--- src/design/mrw_ram.sv ---
// Generic single-write, single-read RAM with registered read data.
`default_nettype none
module mrw_ram #(
    parameter int W = 1,
    parameter int D = 65
) (
    input  wire logic                 clk,
    input  wire logic                 we,
    input  wire logic [$clog2(D)-1:0] waddr,
    input  wire logic [W-1:0]         wdata,
    input  wire logic [$clog2(D)-1:0] raddr,
    output logic      [W-1:0]         rdata
);

    logic [W-1:0] mem [D];

    always_ff @(posedge clk)
    begin
        if (we)
        begin
            mem[waddr] <= wdata;
        end
        rdata <= mem[raddr];
    end

endmodule
`default_nettype wire

--- config.mk ---
export PLATFORM = sky130hd
export DESIGN_NAME = mrw_ram
export DESIGN_NICKNAME = d
export VERILOG_FILES = /design/src/design/mrw_ram.sv
export SDC_FILE = /design/constraint.sdc
export NUM_CORES = 1
export LEC_CHECK = 0
export CORE_ASPECT_RATIO = 1.25
export CORE_UTILIZATION = 62
export CTS_CLUSTER_DIAMETER = 150
export DETAILED_ROUTE_END_ITERATION = 10
export DONT_BUFFER_PORTS = 1
export PLACE_DENSITY = 0.86
export SYNTH_ARGS = -nofsm -noshare
export SYNTH_HDL_FRONTEND = slang
export SYNTH_SLANG_ARGS = --single-unit
--- constraint.sdc ---
create_clock -name clk -period 2.1 [get_ports clk]
set_input_delay 0.105 -clock clk [delete_from_list [all_inputs] [get_ports clk]]
set_output_delay 0.105 -clock clk [all_outputs]
set_load 0.1 [all_outputs]
==> results of run 1 <==
[cell type report]
cell class,count,share of cell area (%)
clock inverter,6,3.15
tap,60,2.25
sequential,66,59.1
multi-input combinational,153,30.4
inverter,1,0.112
timing repair buffer,3,1.12
clock buffer,10,3.82
[flip-flops by register name, summed over array words and instances (netlist names)]
register,cells
rdata,1
mem,65
[cells in the final DEF (no fill, tap or decap), types with 2 or more instances in the layout]
master     count
nand3_1       13
nand4_1        2
mux4_2         2
mux4_1         7
nor3_1        10
mux2i_1       20
nand3b_1       2
nor2b_1        7
edfxtp_1      65
nand2_1       13
nand2b_1       4
a22oi_1        4
nor2_1        59
clkinv_2       3
a311oi_1       2
bufinv_16      3
clkbuf_8       9
[where the power goes]
| group | internal, mW | switching (mW) |
|---|---|---|
| clock | 0.782 | 0.449 |
| sequential | 1.45 | 0.00171 |
| combinational | 0.0581 | 0.0829 |
| total | 2.29 | 0.533 |
[what timing repair did]
action                                  4_1_cts  5_1_grt
hold endpoints to repair                     74        0
hold buffers                                  2        0
endpoints found under the setup margin        0        0
[worst paths after layout]
kind                               start  endpoint  slack, ns  depth (start not counted)
worst min-delay path            raddr[6]     rdata       0.02                          2
worst max-delay path              mem[9]     rdata       0.41                          5
worst max register to register    mem[9]     rdata       0.41                          5
worst min register to register   mem[64]     rdata       0.62                          2
[metal layers]
| metal | GRT usage [%] | vias up |
|---|---|---|
| li1 | - | 873 |
| met1 | 28.4 | 920 |
| met2 | 41.4 | 107 |
| met3 | 8.52 | 19 |
| met4 | 12.9 | 0 |
| met5 | 0 | - |
[logic make-up after synthesis]
logic type,share of synthesized area (%)
AND/OR/NAND/NOR,17.0
flip-flops,64.3
multiplexers,14.0
buffers and inverters,2.53
AO/OA/AOI/OAI,2.16
[through the flow]
| stage | setup slack [ns] | area, µm² | utilization [%] | power, mW | hold WS, ns |
|---|---|---|---|---|---|
| 2_1_floorplan | 0.596 | 3070 | - | 1.61 | 0.204 |
| 3_3_place_gp | 0.482 | 3070 | 65.0 | 1.60 | 0.208 |
| 3_5_place_dp | 0.445 | 3070 | 65.0 | 1.60 | 0.207 |
| 4_1_cts | 0.440 | 3340 | 70.6 | 2.83 | 0.00849 |
| 5_1_grt | 0.378 | 3340 | 70.6 | 2.90 | 0.0280 |
| 6_report | 0.407 | 3340 | 70.6 | 2.83 | 0.0163 |
==> key figures, run 1 <==
Status
  – Status: complete, no violations

CTS
  – CTS Sinks: 66
  – Clock Tree Root: clkbuf_8
  – Clock transition at path regs: 0.07 ns
  – Num CTS Buffers: 9
  – Resized Gates After CTS: 0
  – CTS tree: yes
  – CTS H-tree depth: 3
  – CTS max path bufs: 2
  – Worst-Skew Late Latency: 0.33 ns
  – # Post-CTS Setup Buffers: 0

GRT
  – Vias in the first global route: 1862
  – Initial antenna violation count: 0
  – Aggregate global routing overflow: 0
  – Global-route wire length before repair: 9100 µm
  – Tot GR Track Use: 25.0%
  – Pin count of the biggest net entering global routing: 66

Critical path
  – Max incr delay on CP: 0.56 ns
  – CP max stage cell: mux4_1
  – Crit Path Max Fanout: 1
  – Buf/Inv on CP: 0
  – Data arrival time of the critical path: 1.92 ns
  – Worst path top cell family by delay: multiplexers
  – Critical path required time: 2.33 ns
  – Crit Path Class: flop to flop
  – Crit path cell chain: mux4_1 -> mux2i_1 -> mux4_2 -> nand3b_1 -> and3_1
  – Critical path endpoint category: flop
  – CP Launch Type: flop

Yosys
  – Avg Cell Area, Syn: 13.2 µm²
  – Sequential area share after synthesis: between 60% and 70%
  – Synth unique cells: 29
  – Post-Syn Nets: 249
  – Post-synth top flop: edfxtp_1
  – Asr flop ratio synth: 0%
  – Yosys top cell by area: edfxtp_1
  – Synth Cell Area: 0.00307 mm²
  – Synth cell count leaders: edfxtp_1, nor2_1, mux2i_1, nand2_1, nand3_1
  – Top-count cell post-synth: edfxtp_1
  – Synth top area share: around 64%
  – Seq cells post-synth: 66
  – Cell count after synthesis: between 200 and 250
  – Total number of yosys warnings: 0
  – Number of synthesized flops with an enable pin: between 60 and 70
  – Leading post-synthesis cells by cell area: edfxtp_1, nor2_1, mux2i_1

Placement
  – DPL Wire Length: 3860 µm
  – Placed cells: 281
  – IO Port Bufs: 0
  – GP Congestion: roughly 0.85

Detailed routing
  – Met3 wire len: 494 µm
  – Drt pass-1 iters: 7
  – DR vias/cell: 6.42
  – DRC: 0
  – Top sig layer: met4
  – Met2 wire length: between 3000 and 4000 µm
  – Vias: 1919
  – Met1 wire length: 2210 µm
  – Remaining antenna violation count after routing: 0
  – Final WL: 5910 µm
  – WL per Instance: just under 20 µm
  – Initial DRC count: about 200

Min path
  – Worst hold path type: input pin to flop

Die
  – Die area: approximately 0.0052 mm²
  – Core ar.: approximately 0.0047 mm²
  – Ports: 18
  – FP Rows: 28
  – Die height: 80.6 µm
  – Die X: between 60 and 70 µm
  – Initial Util: 64.8%

Pwr
  – Lkg Pwr: ~1.1 nW
  – Power density over the cells: 847 mW/mm²
  – Worst vdd ir: 0.663 mV

Layout
  – Final std cells w/o fill: 299
  – Area occupied by multi-input gates: approximately 0.001 mm²
  – Net count, final: ~250
  – Synthesis-to-layout area growth: 8.86%
  – FILL cells: 329
  – Ratio of cells with drive above 1 in the final layout: 7.95%
  – N_diodes: 0
  – Storage cell area: about 0.0020 mm²

Job
  – Max-Cap Viols: 0

STA
  – Clock skew after layout: 0.00516 ns
  – Setup violators final: 0
  – Slew @ Worst Pin: 0.347 ns
  – Fin. max-slew vios: 0
  – Fmax: 591 MHz
  – Slew headroom: 76.7%
  – RSZ-0062 raised after global routing: false
  – Post-layout min period: 1.69 ns
  – Final-report hold violation count: 0
  – Period utilization: 80.6%
  – Setup_tns: 0 ns
No activity file was read; power rests on OpenSTA's default activity.
==> inputs of run 2 (changes only) <==
Settings changed: ABC_AREA set to 1, CORE_UTILIZATION 62 to 57, PLACE_DENSITY 0.86 to 0.83.
Clock period 2.1 ns to 1.5 ns, I/O delays scaled along.
==> run 2 against run 1 <==
Clock-buffer cell count down 1. Hold slack better by 0.016 ns. Routed wire length up 10%. Critical endpoint unchanged. Highest routed layer unchanged. First-iteration DRC count down 50%.
==> key figures, run 2 <==
Critical path
  – Data arrival time of the critical path: 1.53 ns (-0.39 ns)
  – CP Launch Type: flop
  – Critical path endpoint category: flop
  – R2r startpoint: mem[17]
  – Crit Path Max Fanout: 1 (unchanged)
  – Critical path required time: 1.74 ns (-0.59 ns)
  – Reg-to-reg slack, setup: 0.21 ns (-0.20 ns)
  – R2R depth: 10 (+5)
  – Reg2reg end: rdata
  – Crit Path Class: flop to flop

Status
  – Status: complete, no violations

STA
  – Period utilization: 86.3% (+5.7 points)
  – Post-layout min period: 1.29 ns (-0.398 ns)
  – Clock skew after layout: 0.00959 ns (+0.00442 ns)
  – Setup_tns: 0 ns (unchanged)
  – Setup violators final: 0 (unchanged)
  – Fin worst setup slack: 0.205 ns (-0.202 ns)
  – Slew @ Worst Pin: 0.385 ns (+0.0381 ns)
  – Fin. max-slew vios: 0 (unchanged)
  – Fmax: 772 MHz (+31%)
  – Final-report hold violation count: 0 (unchanged)
  – RSZ-0062 raised after global routing: false
  – Slew headroom: 74.3% (-2.5 points)

GRT
  – Global-route wire length before repair: 10400 µm (+15%)
  – Tot GR Track Use: 25.7% (+0.72 points)
  – Aggregate global routing overflow: 0 (unchanged)
  – Initial antenna violation count: 0 (unchanged)
  – Vias in the first global route: 2219 (+19%)
  – Pin count of the biggest net entering global routing: 66 (unchanged)

Die
  – FP Rows: 30 (+7.1%)
  – Die area: 0.00586 mm² (+12%)
  – Die height: 85.3 µm (+5.9%)
  – Ports: 18 (unchanged)
  – Initial Util: 58.6% (-6.2 points)
  – Die X: 68.7 µm (+5.8%)
  – Core ar.: 0.00541 mm² (+14%)

CTS
  – CTS H-tree depth: 3 (unchanged)
  – CTS max path bufs: 2 (unchanged)
  – Clock Tree Root: clkbuf_8
  – CTS tree: yes
  – Clock transition at path regs: 0.07 ns (about the same)
  – # Post-CTS Setup Buffers: 0 (unchanged)
  – CTS Sinks: 66 (unchanged)
  – Worst-Skew Late Latency: 0.34 ns (about the same)
  – Num CTS Buffers: 9 (unchanged)

Yosys
  – Avg Cell Area, Syn: 9.68 µm² (-27%)
  – Top-count cell post-synth: nand2_1
  – Sequential area share after synthesis: 62.3% (-2.1 points)
  – Yosys top cell by area: edfxtp_1
  – Number of synthesized flops with an enable pin: 65 (unchanged)
  – Post-synth top flop: edfxtp_1
  – Post-Syn Nets: 344 (+38%)
  – Seq cells post-synth: 66 (unchanged)
  – Total number of yosys warnings: 0 (unchanged)
  – Synth Cell Area: 0.00317 mm² (+3.3%)
  – Synth cell count leaders: nand2_1, nor2_1, edfxtp_1, nand3_1, inv_1
  – Cell count after synthesis: 327 (+41%)
  – Synth top area share: 61.6% (-2.0 points)
  – Synth unique cells: 17 (-41%)
  – Leading post-synthesis cells by cell area: edfxtp_1, nand3_1, nand2_1
  – Asr flop ratio synth: 0% (unchanged)

Detailed routing
  – Remaining antenna violation count after routing: 0 (unchanged)
  – DR vias/cell: 5.73 (-11%)
  – Vias: 2279 (+19%)
  – Drt pass-1 iters: 5 (-2)
  – Final WL: 6520 µm (+10%)
  – DRC: 0 (unchanged)
  – Initial DRC count: 98 (-50%)
  – WL per Instance: 16.4 µm (-17%)

Placement
  – Dpl ws: 0.267 ns (-0.178 ns)
  – DPL Wire Length: 4230 µm (+9.6%)
  – IO Port Bufs: 0 (unchanged)
  – GP Congestion: 0.830 (-2.1%)
  – Placed instance area: 0.00314 mm² (+2.0%)

Layout
  – Commonest cells after routing, fill and taps aside: nand2_1, nor2_1, edfxtp_1
  – Ratio of cells with drive above 1 in the final layout: 9.58% (+1.6 points)
  – Post-route cell area: 0.00336 mm² (+0.64%)
  – Max FFs per register: 65 (unchanged)
  – Synthesis-to-layout area growth: 6.05%
  – Final core utilization: 62.1% (-8.4 points)
  – Most common cell after layout, fill and taps aside: nand2_1
  – Largest Register: mem
  – N_diodes: 0 (unchanged)
  – Leading registers by flop count: mem (65), rdata (1)
  – Net count, final: 347 (+38%)

Pwr
  – Power density over the cells: 1090 mW/mm² (+29%)
  – Worst vdd ir: 0.940 mV (+42%)
  – Lkg Pwr: 1.17 nW (+9.1%)

Min path
  – Hold endpoint: mem[64]
  – Worst hold path startpoint: we
  – Worst hold path type: input pin to flop
  – Hold depth: 2 (unchanged)

Job
  – Max-Cap Viols: 0 (unchanged)
## run 2: cell types whose count changed after synthesis, sizes merged, moves of 4 or more
cell    delta
a22oi      -4
buf        +6
clkbuf     -6
inv       +19
mux2i     -20
mux4       -9
nand2     +74
nand2b     -4
nand3     +49
nor2      +11
nor2b      -7
## run 2: critical path, stage by stage (launching register included)
cell and delay, ns:
edfxtp_1 0.37, nand2_1 0.08, nand3_1 0.09, nand3_1 0.12, nand3_1 0.13, nand2_1 0.09
nand2_1 0.06, nand3b_1 0.10, nand2_1 0.05, nand2_1 0.05, nand2_1 0.05
## run 2: kinds of logic after synthesis
family                 count (synthesis)  synth area share, %
and+or+nand+nor                      229                 31.4
DFF                                   66                 62.3
buffers and inverters                 32                 6.36
## run 2: layout make-up
type                    count  area [µm²]
clock buffers               9         124
repair buffers              4        47.5
inverters                  20        82.6
flip-flops and latches     66        1970
clock inverters             6        58.8
well taps                  64        80.1
multi-input cells         229         993
fillers                   465        2050
## run 2: worst max-delay path by stage
| stage | slack, ns | to | startpoint | cells after the start |
|---|---|---|---|---|
| finish | 0.21 | rdata | mem[17] | 10 |
| global route | 0.05 | rdata | mem[17] | 10 |
| CTS | 0.25 | rdata | mem[17] | 10 |
| detailed placement | 0.27 | rdata | mem[17] | 10 |
| global placement | 0.32 | rdata | mem[17] | 10 |
| floorplan | 0.49 | rdata | mem[23] | 10 |
## run 2: metal layers
layer	vias to the layer above	track usage (%)	share of wire, %
met4	0	13.6	2.5
li1	1099	-	-
met2	96	41.4	53
met1	1068	30.0	37
met5	-	0	0
met3	16	7.93	7.8
## run 2: report_power, final
group	internal (mW)	switching, mW	leakage [nW]
clock	0.748	0.645	0.0986
sequential	2.03	0.00353	0.593
combinational	0.0720	0.174	0.476
total	2.85	0.822	1.17
## run 2: through the flow
step | hold WS [ns] | instances | power [mW]
global placement | 0.177 | 380 | 2.28
global route | 0.0248 | 398 | 3.79
CTS | 0.00898 | 398 | 3.69
finish | 0.0324 | 398 | 3.67
floorplan | 0.174 | 327 | 2.29
detailed placement | 0.176 | 380 | 2.29
## run 2: timing repair
| action | CTS | global route |
|---|---|---|
| gates resized for setup | 0 | 0 |
| hold endpoints to repair | 66 | 0 |
| hold buffers | 3 | 0 |
